[src/sv/isgd_pkg.sv]
// Types, constants and helper functions for the shake gesture detector.
package isgd_pkg;

    localparam int unsigned AXIS_W   = 16;
    localparam int unsigned MAG_W    = 16;
    localparam int unsigned SUM_W    = 18;
    localparam int unsigned TICK_W   = 32;
    localparam int unsigned NEED_W   = 4;
    localparam int unsigned HITS_W   = 5;
    localparam int unsigned CFG_IX_W = 2;
    localparam int unsigned CFG_D_W  = 32;

    localparam logic [HITS_W-1:0] HIT_MAX = 5'd16;

    // Register indexes on the configuration port
    localparam logic [CFG_IX_W-1:0] CFG_GYRO_THR  = 2'd0;
    localparam logic [CFG_IX_W-1:0] CFG_ACCEL_THR = 2'd1;
    localparam logic [CFG_IX_W-1:0] CFG_COOLDOWN  = 2'd2;
    localparam logic [CFG_IX_W-1:0] CFG_HITS_NEED = 2'd3;

    // Register values after reset
    localparam logic [SUM_W-1:0]  RST_GYRO_THR  = 18'd30000;
    localparam logic [SUM_W-1:0]  RST_ACCEL_THR = 18'd18000;
    localparam logic [TICK_W-1:0] RST_COOLDOWN  = 32'd3000;
    localparam logic [NEED_W-1:0] RST_HITS_NEED = 4'd2;

    typedef struct packed {
        logic                     gyro_ready;
        logic                     accel_ready;
        logic signed [AXIS_W-1:0] gyro_x;
        logic signed [AXIS_W-1:0] gyro_y;
        logic signed [AXIS_W-1:0] gyro_z;
        logic signed [AXIS_W-1:0] accel_x;
        logic signed [AXIS_W-1:0] accel_y;
        logic signed [AXIS_W-1:0] accel_z;
        logic [TICK_W-1:0]        now_tick;
    } t_poll;

    typedef struct packed {
        logic              trigger;
        logic [HITS_W-1:0] hits;
    } t_result;

    typedef struct packed {
        logic [SUM_W-1:0]  gyro_threshold;
        logic [SUM_W-1:0]  accel_threshold;
        logic [TICK_W-1:0] cooldown_ticks;
        logic [NEED_W-1:0] hits_needed;
    } t_cfg;

    // Magnitude of a signed axis; -32768 maps to 32768
    function automatic logic [MAG_W-1:0] abs16(input logic signed [AXIS_W-1:0] v);
        logic [AXIS_W-1:0] neg;
        neg = -v;
        return v[AXIS_W-1] ? neg : v;
    endfunction

    // Magnitude of the difference of two signed axes
    function automatic logic [MAG_W-1:0] absdiff16(input logic signed [AXIS_W-1:0] a,
                                                   input logic signed [AXIS_W-1:0] b);
        logic signed [AXIS_W:0] d;
        logic [AXIS_W:0]        neg;
        d   = {a[AXIS_W-1], a} - {b[AXIS_W-1], b};
        neg = -d;
        return d[AXIS_W] ? neg[MAG_W-1:0] : d[MAG_W-1:0];
    endfunction

    // Hit count increment saturating at HIT_MAX
    function automatic logic [HITS_W-1:0] sat_inc(input logic [HITS_W-1:0] h);
        return (h >= HIT_MAX) ? h : h + 5'd1;
    endfunction

endpackage

[src/sv/isgd_if.sv]
// Valid/ready channel interfaces for poll items and result items.
interface isgd_poll_if;
    logic              valid;
    logic              ready;
    isgd_pkg::t_poll   data;

    modport source (output valid, output data, input ready);
    modport sink   (input valid, input data, output ready);
endinterface

interface isgd_result_if;
    logic              valid;
    logic              ready;
    isgd_pkg::t_result data;

    modport source (output valid, output data, input ready);
    modport sink   (input valid, input data, output ready);
endinterface

[src/sv/isgd_cfg_regs.sv]
// Configuration registers: thresholds, cooldown and required hit count.
module isgd_cfg_regs (
    input  logic                                i_clk,
    input  logic                                i_rst_n,
    input  logic                                i_cfg_wr_en,
    input  logic [isgd_pkg::CFG_IX_W-1:0]       i_cfg_index,
    input  logic [isgd_pkg::CFG_D_W-1:0]        i_cfg_wdata,
    output isgd_pkg::t_cfg                      o_cfg
);

    isgd_pkg::t_cfg r_cfg;

    // Register write, fields truncated to their widths
    always_ff @(posedge i_clk) begin
        if (!i_rst_n) begin
            r_cfg.gyro_threshold  <= isgd_pkg::RST_GYRO_THR;
            r_cfg.accel_threshold <= isgd_pkg::RST_ACCEL_THR;
            r_cfg.cooldown_ticks  <= isgd_pkg::RST_COOLDOWN;
            r_cfg.hits_needed     <= isgd_pkg::RST_HITS_NEED;
        end else if (i_cfg_wr_en) begin
            unique case (i_cfg_index)
                isgd_pkg::CFG_GYRO_THR: begin
                    r_cfg.gyro_threshold <= i_cfg_wdata[isgd_pkg::SUM_W-1:0];
                end
                isgd_pkg::CFG_ACCEL_THR: begin
                    r_cfg.accel_threshold <= i_cfg_wdata[isgd_pkg::SUM_W-1:0];
                end
                isgd_pkg::CFG_COOLDOWN: begin
                    r_cfg.cooldown_ticks <= i_cfg_wdata[isgd_pkg::TICK_W-1:0];
                end
                isgd_pkg::CFG_HITS_NEED: begin
                    r_cfg.hits_needed <= i_cfg_wdata[isgd_pkg::NEED_W-1:0];
                end
                default: begin
                end
            endcase
        end
    end

    assign o_cfg = r_cfg;

endmodule

[src/sv/isgd_core.sv]
// Per-poll evaluation: gyro and accel hit tests, hit counting, trigger and cooldown.
module isgd_core (
    input  logic               i_clk,
    input  logic               i_rst_n,
    input  logic               i_step,
    input  isgd_pkg::t_poll    i_poll,
    input  isgd_pkg::t_cfg     i_cfg,
    output isgd_pkg::t_result  o_result
);

    logic signed [isgd_pkg::AXIS_W-1:0] r_prev_x, r_prev_y, r_prev_z;
    logic                               r_have_prev;
    logic [isgd_pkg::HITS_W-1:0]        r_hits;
    logic [isgd_pkg::TICK_W-1:0]        r_last_tick;
    logic                               r_ever;

    logic [isgd_pkg::SUM_W-1:0]  rate_mag_total, accel_sum;
    logic                        gyro_hit, accel_hit;
    logic [isgd_pkg::TICK_W-1:0] since_last;
    logic                        cool_ok;
    logic [isgd_pkg::HITS_W-1:0] hits_g, hits_a, n_hits;
    logic                        skip_check, check, fire;

    // Sums of magnitudes; both tests run side by side
    always_comb begin
        rate_mag_total = isgd_pkg::SUM_W'(isgd_pkg::abs16(i_poll.gyro_x))
                       + isgd_pkg::SUM_W'(isgd_pkg::abs16(i_poll.gyro_y))
                       + isgd_pkg::SUM_W'(isgd_pkg::abs16(i_poll.gyro_z));
        accel_sum = isgd_pkg::SUM_W'(isgd_pkg::absdiff16(i_poll.accel_x, r_prev_x))
                  + isgd_pkg::SUM_W'(isgd_pkg::absdiff16(i_poll.accel_y, r_prev_y))
                  + isgd_pkg::SUM_W'(isgd_pkg::absdiff16(i_poll.accel_z, r_prev_z));
        gyro_hit  = rate_mag_total > i_cfg.gyro_threshold;
        accel_hit = accel_sum > i_cfg.accel_threshold;
    end

    // Cooldown test on the wrapping tick difference
    assign since_last = i_poll.now_tick - r_last_tick;
    assign cool_ok    = !r_ever || (since_last >= i_cfg.cooldown_ticks);

    // Hit count: gyro first, then accel, then the trigger check
    always_comb begin
        hits_g = (i_poll.gyro_ready && gyro_hit) ? isgd_pkg::sat_inc(r_hits) : r_hits;
        hits_a = hits_g;
        if (i_poll.accel_ready && r_have_prev) begin
            if (accel_hit) begin
                hits_a = isgd_pkg::sat_inc(hits_g);
            end else if (hits_g != '0) begin
                hits_a = hits_g - 5'd1;
            end
        end
        // first accel sample only primes the history
        skip_check = i_poll.accel_ready && !r_have_prev;
        check      = !skip_check && (hits_a >= {1'b0, i_cfg.hits_needed});
        fire       = check && cool_ok;
        n_hits     = check ? '0 : hits_a;
    end

    // Control state
    always_ff @(posedge i_clk) begin
        if (!i_rst_n) begin
            r_have_prev <= 1'b0;
            r_hits      <= '0;
            r_ever      <= 1'b0;
        end else if (i_step) begin
            r_hits <= n_hits;
            if (i_poll.accel_ready) begin
                r_have_prev <= 1'b1;
            end
            if (fire) begin
                r_ever <= 1'b1;
            end
        end
    end

    // Sample history and last trigger time, read only once marked valid
    always_ff @(posedge i_clk) begin
        if (i_step && i_poll.accel_ready) begin
            r_prev_x <= i_poll.accel_x;
            r_prev_y <= i_poll.accel_y;
            r_prev_z <= i_poll.accel_z;
        end
        if (i_step && fire) begin
            r_last_tick <= i_poll.now_tick;
        end
    end

    assign o_result.trigger = fire;
    assign o_result.hits    = n_hits;

endmodule

[src/sv/imu_shake_gesture_detector.sv]
// Shake gesture detector: takes one IMU poll per clock cycle unless the result side stalls, and
// returns one result item (trigger pulse and hit count) per poll. A poll passes an input register,
// the evaluation logic and a result register, which presents the result once the poll has been
// evaluated; the hit count and trigger history live in single registers updated once per poll,
// which sets the sustained rate at one poll per cycle while the result side keeps taking items.
module imu_shake_gesture_detector (
    input  logic                          i_clk,
    input  logic                          i_rst_n,
    isgd_poll_if.sink                     i_poll,
    isgd_result_if.source                 o_result,
    input  logic                          i_cfg_wr_en,
    input  logic [isgd_pkg::CFG_IX_W-1:0] i_cfg_index,
    input  logic [isgd_pkg::CFG_D_W-1:0]  i_cfg_wdata
);

    isgd_pkg::t_cfg    cfg;
    isgd_pkg::t_poll   r_in;
    logic              r_in_vld;
    isgd_pkg::t_result core_res;
    isgd_pkg::t_result r_out;
    logic              r_out_vld;
    logic              step;

    isgd_cfg_regs u_cfg (
        .i_clk       (i_clk),
        .i_rst_n     (i_rst_n),
        .i_cfg_wr_en (i_cfg_wr_en),
        .i_cfg_index (i_cfg_index),
        .i_cfg_wdata (i_cfg_wdata),
        .o_cfg       (cfg)
    );

    // Evaluate the held poll when the result register is free or being drained
    assign step         = r_in_vld && (!r_out_vld || o_result.ready);
    assign i_poll.ready = !r_in_vld || step;

    isgd_core u_core (
        .i_clk    (i_clk),
        .i_rst_n  (i_rst_n),
        .i_step   (step),
        .i_poll   (r_in),
        .i_cfg    (cfg),
        .o_result (core_res)
    );

    // Valid bits of the input and result registers
    always_ff @(posedge i_clk) begin
        if (!i_rst_n) begin
            r_in_vld  <= 1'b0;
            r_out_vld <= 1'b0;
        end else begin
            if (i_poll.ready) begin
                r_in_vld <= i_poll.valid;
            end
            if (step) begin
                r_out_vld <= 1'b1;
            end else if (o_result.ready) begin
                r_out_vld <= 1'b0;
            end
        end
    end

    // Payload registers
    always_ff @(posedge i_clk) begin
        if (i_poll.ready && i_poll.valid) begin
            r_in <= i_poll.data;
        end
        if (step) begin
            r_out <= core_res;
        end
    end

    assign o_result.valid = r_out_vld;
    assign o_result.data  = r_out;

endmodule

[src/flat_wrapper.sv]
// flat-port wrapper written by rule: the top's interface ports become plain ports
module imu_shake_gesture_detector_flat 
  (i_clk, i_rst_n, i_cfg_wr_en, i_cfg_index, i_cfg_wdata, i_poll_valid, i_poll_data, i_poll_ready, o_result_valid, o_result_data, o_result_ready);
  isgd_poll_if i_poll_i ();
  isgd_result_if o_result_i ();
  input  logic i_clk;
  input  logic i_rst_n;
  input  logic i_cfg_wr_en;
  input  logic [isgd_pkg::CFG_IX_W-1:0] i_cfg_index;
  input  logic [isgd_pkg::CFG_D_W-1:0] i_cfg_wdata;
  input wire logic [$bits(i_poll_i.valid)-1:0] i_poll_valid;
  input wire logic [$bits(i_poll_i.data)-1:0] i_poll_data;
  output wire logic [$bits(i_poll_i.ready)-1:0] i_poll_ready;
  output wire logic [$bits(o_result_i.valid)-1:0] o_result_valid;
  output wire logic [$bits(o_result_i.data)-1:0] o_result_data;
  input wire logic [$bits(o_result_i.ready)-1:0] o_result_ready;
  assign i_poll_i.valid = i_poll_valid;
  assign i_poll_i.data = i_poll_data;
  assign i_poll_ready = i_poll_i.ready;
  assign o_result_valid = o_result_i.valid;
  assign o_result_data = o_result_i.data;
  assign o_result_i.ready = o_result_ready;
  imu_shake_gesture_detector u_core (.i_clk(i_clk), .i_rst_n(i_rst_n), .i_poll(i_poll_i), .o_result(o_result_i), .i_cfg_wr_en(i_cfg_wr_en), .i_cfg_index(i_cfg_index), .i_cfg_wdata(i_cfg_wdata));
endmodule
[config.mk]
export PLATFORM = sky130hd
export DESIGN_NAME = imu_shake_gesture_detector_flat
export DESIGN_NICKNAME = d
export VERILOG_FILES = /design/src/sv/isgd_pkg.sv /design/src/sv/isgd_if.sv /design/src/sv/isgd_cfg_regs.sv /design/src/sv/isgd_core.sv /design/src/sv/imu_shake_gesture_detector.sv /design/src/flat_wrapper.sv
export SDC_FILE = /design/constraint.sdc
export NUM_CORES = 1
export LEC_CHECK = 0
export ABC_AREA = 1
export BUFFER_PORTS_ARGS = -buffer_cell sky130_fd_sc_hd__buf_2
export CORE_ASPECT_RATIO = 0.75
export CORE_MARGIN = 1.5
export CORE_UTILIZATION = 55
export DETAILED_ROUTE_END_ITERATION = 6
export PLACE_DENSITY = 0.77
export SYNTH_ARGS = -nofsm -noshare
export SYNTH_HDL_FRONTEND = slang
export SYNTH_HIERARCHICAL = 1
export SYNTH_SLANG_ARGS = --single-unit
export TNS_END_PERCENT = 30
[constraint.sdc]
create_clock -name i_clk -period 8.8 [get_ports i_clk]
set_clock_uncertainty 0.1 [all_clocks]
set_input_delay 1.76 -clock i_clk [delete_from_list [all_inputs] [get_ports i_clk]]
set_output_delay 1.76 -clock i_clk [all_outputs]
set_load 0.03 [all_outputs]
==> flow_summary_export.csv, run 1 <==
group,metric,value,unit
timing,worstMarginPinSlew,1.151,ns
timing,period_share,92.32,%
detailed_routing,drtAntennaViolNets,0,
worst_setup_path,crit_type,"reg2reg",
layout,finalInstanceArea,22990,sq um
worst_hold_path,hold_path.class,"reg2reg",
worst_setup_path,crit_path_frequent_cell,"nand2_1",
timing,finalHoldViolCount,0,
power_and_ir_drop,p_leak,11.30,nW
placed_design,dpl.hpwl,33.99,mm
placed_design,dp.cells,3058,
grt,grt.total_usage,23.05,%
logic_synthesis,yosysMostFrequentCell,"inv_1",
logic_synthesis,synth.net_count,2811,
worst_setup_path,worstSetupEndpoint,"u_core/u_core/r_last_tick[29]$_DFFE_PP_",
timing,clock.fmax,123.1,MHz
timing,finalSetupTns,0,ns
logic_synthesis,synth-edff-count,216,
clock_network,cts_tree,"yes",
worst_setup_path,cp-end-kind,"flop",
placed_design,postPlaceCellArea,21850,sq um
layout,finalNonFillerCells,3126,
logic_synthesis,synthDistinctLibCells,61,
worst_setup_path,rr_worst_depth,53,
worst_setup_path,r2r_start,"u_core/r_in[32]$_DFFE_PP_",
worst_setup_path,crit_required,9.02,ns
logic_synthesis,yosysWarnings,6,
logic_synthesis,synth_top_cells_by_count,"inv_1, nand2_1, nor2_1, edfxtp_1, ha_1",
worst_setup_path,arrival,8.34,ns
layout,drive_above_1_share,12.39,%
timing,relSlewSlack,23.15,%
timing,setup_viol,0,
grt,antenna_found_initial,6,
timing,maxSlewViolCount,0,
layout,nNetsFinal,3000,
logic_synthesis,synth_top_area_share,31.67,%
logic_synthesis,synth.avg_cell_area,8.495,sq um
die,start_util,56.48,%
placed_design,pre_cts_ws,0.4063,ns
logic_synthesis,synth.top_cells.by_area,"edfxtp_1, ha_1, inv_1, nand2_1, dfxtp_1",
clock_network,clock-sinks,297,
detailed_routing,vias_per_cell,5.060,
detailed_routing,initialDrtViolationCount,973,
timing,period_minus_slack,8.124,ns
clock_network,holdBufCountCts,0,
worst_setup_path,critPathLaunchType,"flop",
clock_network,clk_latency,0.58,ns
placed_design,port-buffer-count,176,
worst_setup_path,critPathMaxFanout,32,
status,outcome,"finished, final reports clean",
logic_synthesis,syn_inst,2411,
placed_design,globalplace.congestion,0.9058,
logic_synthesis,synth_top_area_cell,"edfxtp_1",
detailed_routing,dr.pass1.iters,5,
grt,grt_max_degree,80,
die,pin_count,177,
grt,grt_overflow,0,
worst_setup_path,cpPeakStageDelay,0.50,ns
layout,fin_util,63.40,%
clock_network,htreeDepth,1,
die,die_height,170.1,microns
worst_setup_path,slowest_stage,"fa_1",
worst_setup_path,r2r_end,"u_core/u_core/r_last_tick[29]$_DFFE_PP_",
die,die_area,38420,sq um
power_and_ir_drop,ir_drop,0.0001835,V
power_and_ir_drop,power.density,243.1,nW/um^2
worst_setup_path,r2r_slack,0.68,ns
detailed_routing,totalWireLength,44.21,mm
die,coreArea,36260,sq um
grt,grt_pass1_vias,15030,
clock_network,path_clk_slew,0.06,ns
detailed_routing,drc,0,
layout,area_growth,12.24,%
die,rows,60,
timing,finalWorstSetupSlack,0.6760,ns
detailed_routing,vias,15820,
detailed_routing,route.detailed.wl_per_inst,14.14,microns
logic_synthesis,yosysSeqAreaShare,39.59,%
logic_synthesis,async_reset_ff_share,0,%
run,drv_cap,0,
grt,grt_pass1_wl,71.99,mm
logic_synthesis,synth_area,20480,sq um
clock_network,cts_buffer_depth,3,
die,dieWidth,225.8,microns
clock_network,cts-buffers-inserted,30,
worst_setup_path,crit_start,"u_core/r_in[32]$_DFFE_PP_",
logic_synthesis,ys_seq_elements,297,
worst_hold_path,min_from,"u_core/r_in[48]$_DFFE_PP_",
clock_network,cts_root_buffer,"clkbuf_16",
logic_synthesis,synthFlopType,"edfxtp_1",
==> registers in the layout, summed over array words and instances (netlist names) <==
signal / count
u_core/r_in: 130
u_core/u_cfg/o_cfg: 72
u_core/u_core/r_last_tick: 32
u_core/u_core/r_prev_x: 16
u_core/u_core/r_prev_y: 16
u_core/u_core/r_prev_z: 16
u_core/o_result.data: 6
u_core/u_core/r_hits: 5
u_core/o_result.valid: 1
u_core/r_in_vld: 1
u_core/u_core/r_ever: 1
u_core/u_core/r_have_prev: 1
==> repair_timing <==
action,in CTS,in global routing
buffers inserted,0,6
endpoints found under the setup margin,0,42
gates resized for setup,0,21
endpoints found under the hold margin,0,0
==> cell usage in the layout (no fill, tap or decap), types with 8 or more instances in the layout <==
cell type / count
a21oi_2: 9
xor2_1: 130
buf_4: 11
a21o_1: 9
o21ai_1: 10
xor2_2: 8
dfxtp_1: 81
buf_2: 176
nand3_1: 102
o21ai_0: 56
nand2_2: 14
clkbuf_16: 32
inv_1: 480
edfxtp_1: 216
nor3_1: 29
xnor2_1: 38
nor2_1: 224
ha_1: 193
nand4_1: 33
o21ai_2: 15
a21oi_1: 147
fa_1: 37
o21bai_1: 11
nand2_1: 438
==> layout make-up <==
| cell class | instances | area [sq um] |
|---|---|---|
| Timing Repair Buffer | 188 | 983.4 |
| Antenna cell | 6 | 15.01 |
| Clock buffer | 42 | 872.1 |
| Multi-Input combinational cell | 1592 | 10400 |
| Clock inverter | 14 | 138.9 |
| Sequential cell | 297 | 8108 |
| Inverter | 491 | 1852 |
| Tap cell | 496 | 620.6 |
| Fill cell | 3032 | 13270 |
==> where the power goes <==
group	internal, mW	leakage [nW]	switching (mW)
combinational	1.04	8.09	1.59
sequential	1.60	2.72	0.0456
clock	0.753	0.495	0.558
==> metrics by stage <==
step	hold WS [ns]	power [mW]
6_report	0.3526	5.588
3_3_place_gp	0.3327	4.117
3_5_place_dp	0.3369	4.236
2_1_floorplan	0.3264	3.673
5_1_grt	0.3711	6.096
4_1_cts	0.3563	5.559
==> critical path, delay by kind of cell, from the launching register on <==
| family | cells | cell delay, ns |
|---|---|---|
| AND/OR/NAND/NOR | 21 | 2.21 |
| AO/OA/AOI/OAI | 13 | 1.81 |
| buffers and inverters | 10 | 0.90 |
| XOR/XNOR | 3 | 0.45 |
| flip-flops | 1 | 0.39 |
| adder cells (fa/ha/maj) | 6 | 1.95 |
==> per-layer routing <==
layer	global-route usage [%]	vias to the layer above	wire length, microns
met5	0	-	0
met4	5.398	0	842
met3	2.987	66	2142
met2	35.61	401	18940
met1	34.32	7202	22290
li1	-	8148	-
==> cell families after synthesis <==
kind of cell               synth area share [%]
and+or+nand+nor                           18.23
xor gates and xnor gates                  7.905
adders and majority gates                 15.50
DFF                                       39.59
AOI/OAI and AO/OA                         8.907
buffers and inverters                     9.866
==> worst min path at each step <==
| stage | end | slack, ns | cells past startpoint |
|---|---|---|---|
| after floorplan | u_core/u_core/r_last_tick[0]$_DFFE_PP_ | 0.33 | 0 |
| after global placement | u_core/u_core/r_prev_z[0]$_DFFE_PP_ | 0.33 | 0 |
| after detailed placement | u_core/u_core/r_prev_z[0]$_DFFE_PP_ | 0.34 | 0 |
| after CTS | u_core/u_core/r_prev_y[0]$_DFFE_PP_ | 0.36 | 0 |
| after global routing | u_core/u_core/r_last_tick[5]$_DFFE_PP_ | 0.37 | 0 |
| final | u_core/u_core/r_prev_y[0]$_DFFE_PP_ | 0.35 | 0 |
(Power assumes the default switching activity.)
==> inputs of run 2 (changes only) <==
Settings changed: BUFFER_PORTS_ARGS -buffer_cell sky130_fd_sc_hd__buf_2 to not set, DONT_BUFFER_PORTS set to 1, GPL_TIMING_DRIVEN set to 0, PLACE_DENSITY 0.77 to 0.73, SKIP_CTS_REPAIR_TIMING set to 1.
==> flow_summary_export.csv, run 2 (synthesis gave the netlist of run 1 again) <==
group,metric,value,unit
worst_setup_path,crit_path_frequent_cell,"nand2_1",
detailed_routing,vias,15490,
power_and_ir_drop,p_leak,10.84,nW
timing,finalHoldViolCount,0,
power_and_ir_drop,swShare,39.37,%
timing,period_share,93.07,%
timing,worstMarginPinSlew,0.7615,ns
grt,grt_pass1_wl,71.14,mm
worst_setup_path,arrival,8.42,ns
worst_setup_path,crit_required,9.03,ns
die,dieWidth,225.8,microns
power_and_ir_drop,p_clk_share,22.7,%
worst_setup_path,path_delay_family,"compound AO/OA/AOI/OAI gates",
layout,nNetsFinal,2869,
clock_network,clk_latency,0.59,ns
die,pin_count,177,
detailed_routing,drtAntennaViolNets,0,
timing,setup_viol,0,
worst_setup_path,crit_buf_inv,11,
detailed_routing,vias_per_cell,5.181,
timing,finalSetupTns,0,ns
power_and_ir_drop,p_seq_share,28.7,%
die,start_util,56.48,%
layout,finalInstanceArea,22650,sq um
status,outcome,"finished, final reports clean",
power_and_ir_drop,power.density,253.9,nW/um^2
timing,worst_hold_slack,0.3477,ns
clock_network,cts_tree,"yes",
worst_setup_path,critPathLaunchType,"flop",
power_and_ir_drop,ir_drop,0.0002003,V
detailed_routing,drc,0,
placed_design,dpl.hpwl,34.93,mm
timing,period_minus_slack,8.190,ns
timing,rsz0062_at_grt,"yes",
clock_network,cts_buffer_depth,3,
grt,grt_max_degree,80,
placed_design,globalplace.congestion,0.8775,
power_and_ir_drop,p_comb_share,48.6,%
detailed_routing,initialDrtViolationCount,1083,
grt,grt.total_usage,22.92,%
worst_setup_path,slowest_stage,"fa_1",
worst_setup_path,crit_type,"reg2reg",
detailed_routing,totalWireLength,44.90,mm
placed_design,postPlaceCellArea,21150,sq um
timing,maxSlewViolCount,0,
clock_network,clock-sinks,297,
detailed_routing,dr.pass1.iters,7,
detailed_routing,route.detailed.wl_per_inst,15.02,microns
worst_setup_path,cpPeakStageDelay,0.43,ns
layout,largest-register,"u_core/r_in",
layout,largest_reg_flops,130,
layout,mostFrequentLayoutCell,"inv_1",
layout,finalNonFillerCells,2990,
die,rows,60,
power_and_ir_drop,p_sw,2.264,mW
placed_design,dp.cells,2909,
clock_network,htreeDepth,1,
grt,grt_pass1_vias,14480,
grt,grt_overflow,0,
layout,diodes,0,
grt,antenna_found_initial,1,
worst_setup_path,cp-end-kind,"flop",
placed_design,port-buffer-count,0,
worst_setup_path,critPathMaxFanout,11,
die,die_area,38420,sq um
timing,clock.fmax,122.1,MHz
die,die_height,170.1,microns
die,coreArea,36260,sq um
layout,area_growth,10.61,%
layout,drive_above_1_share,8.781,%
layout,final_cell_mix,"inv_1, nand2_1, nor2_1, edfxtp_1, ha_1",
layout,fin_util,62.48,%
clock_network,cts-buffers-inserted,31,
worst_hold_path,hold_path.class,"reg2reg",
timing,relSlewSlack,48.77,%
clock_network,path_clk_slew,0.07,ns
power_and_ir_drop,p_int,3.488,mW
clock_network,cts_root_buffer,"clkbuf_16",
run,drv_cap,0,
==> run 2: cell count changes in the layout (fill, tap and decap cells not counted), sizes merged <==
| cell | before | now |
|---|---|---|
| nand2 | 454 | 455 |
| clkbuf | 42 | 55 |
| inv | 490 | 491 |
| buf | 188 | 42 |
| diode | 6 | 0 |
| clkinv | 9 | 10 |
==> run 2: metal layers <==
metal	wire length, microns	global-route usage [%]	share of wire [%]	vias to the layer above
li1	-	-	-	7876
met1	22290	34.01	50	7167
met2	19190	35.13	43	399
met3	2600	3.988	5.8	47
met4	805	4.465	1.8	2
met5	11	0	0.025	-
==> run 2: power groups by stage <==
stage	clock network [mW]	registers (mW)	logic, mW
after floorplan	0	1.67	2.00
after global placement	0	1.68	2.41
after detailed placement	0	1.68	2.53
after CTS	1.34	1.65	2.55
after global routing	1.39	1.66	3.19
final	1.30	1.65	2.80
==> run 2: path summary, 6_finish.rpt <==
| path | start | endpoint | slack (ns) | cells after the start |
|---|---|---|---|---|
| setup / recovery | u_core/r_in[32]$_DFFE_PP_ | u_core/u_core/r_last_tick[11]$_DFFE_PP_ | 0.61 | 56 |
| hold / removal | u_core/r_in[41]$_DFFE_PP_ | u_core/u_core/r_prev_z[9]$_DFFE_PP_ | 0.35 | 0 |
| setup reg to reg | u_core/r_in[32]$_DFFE_PP_ | u_core/u_core/r_last_tick[11]$_DFFE_PP_ | 0.61 | 56 |
| hold reg to reg | u_core/r_in[41]$_DFFE_PP_ | u_core/u_core/r_prev_z[9]$_DFFE_PP_ | 0.35 | 0 |
==> run 2: metrics by stage <==
| step | worst slack [ns] | total power [mW] |
|---|---|---|
| after floorplan | 1.092 | 3.673 |
| after detailed placement | -0.6264 | 4.212 |
| after global routing | -0.03009 | 6.237 |
| final | 0.6096 | 5.752 |
| after global placement | -0.4125 | 4.095 |
| after CTS | -0.6614 | 5.544 |
==> run 2: area by class of cell <==
cell class	instances	area, sq um
repair inverters	1	5.005
repair buffers	23	250.2
clock buffers	43	883.3
flip-flops and latches	297	8108
inverters	491	1864
clock inverters	15	132.6
fillers	3105	13610
well taps	496	620.6
multi-input cells	1593	10620
plain buffers	31	175.2
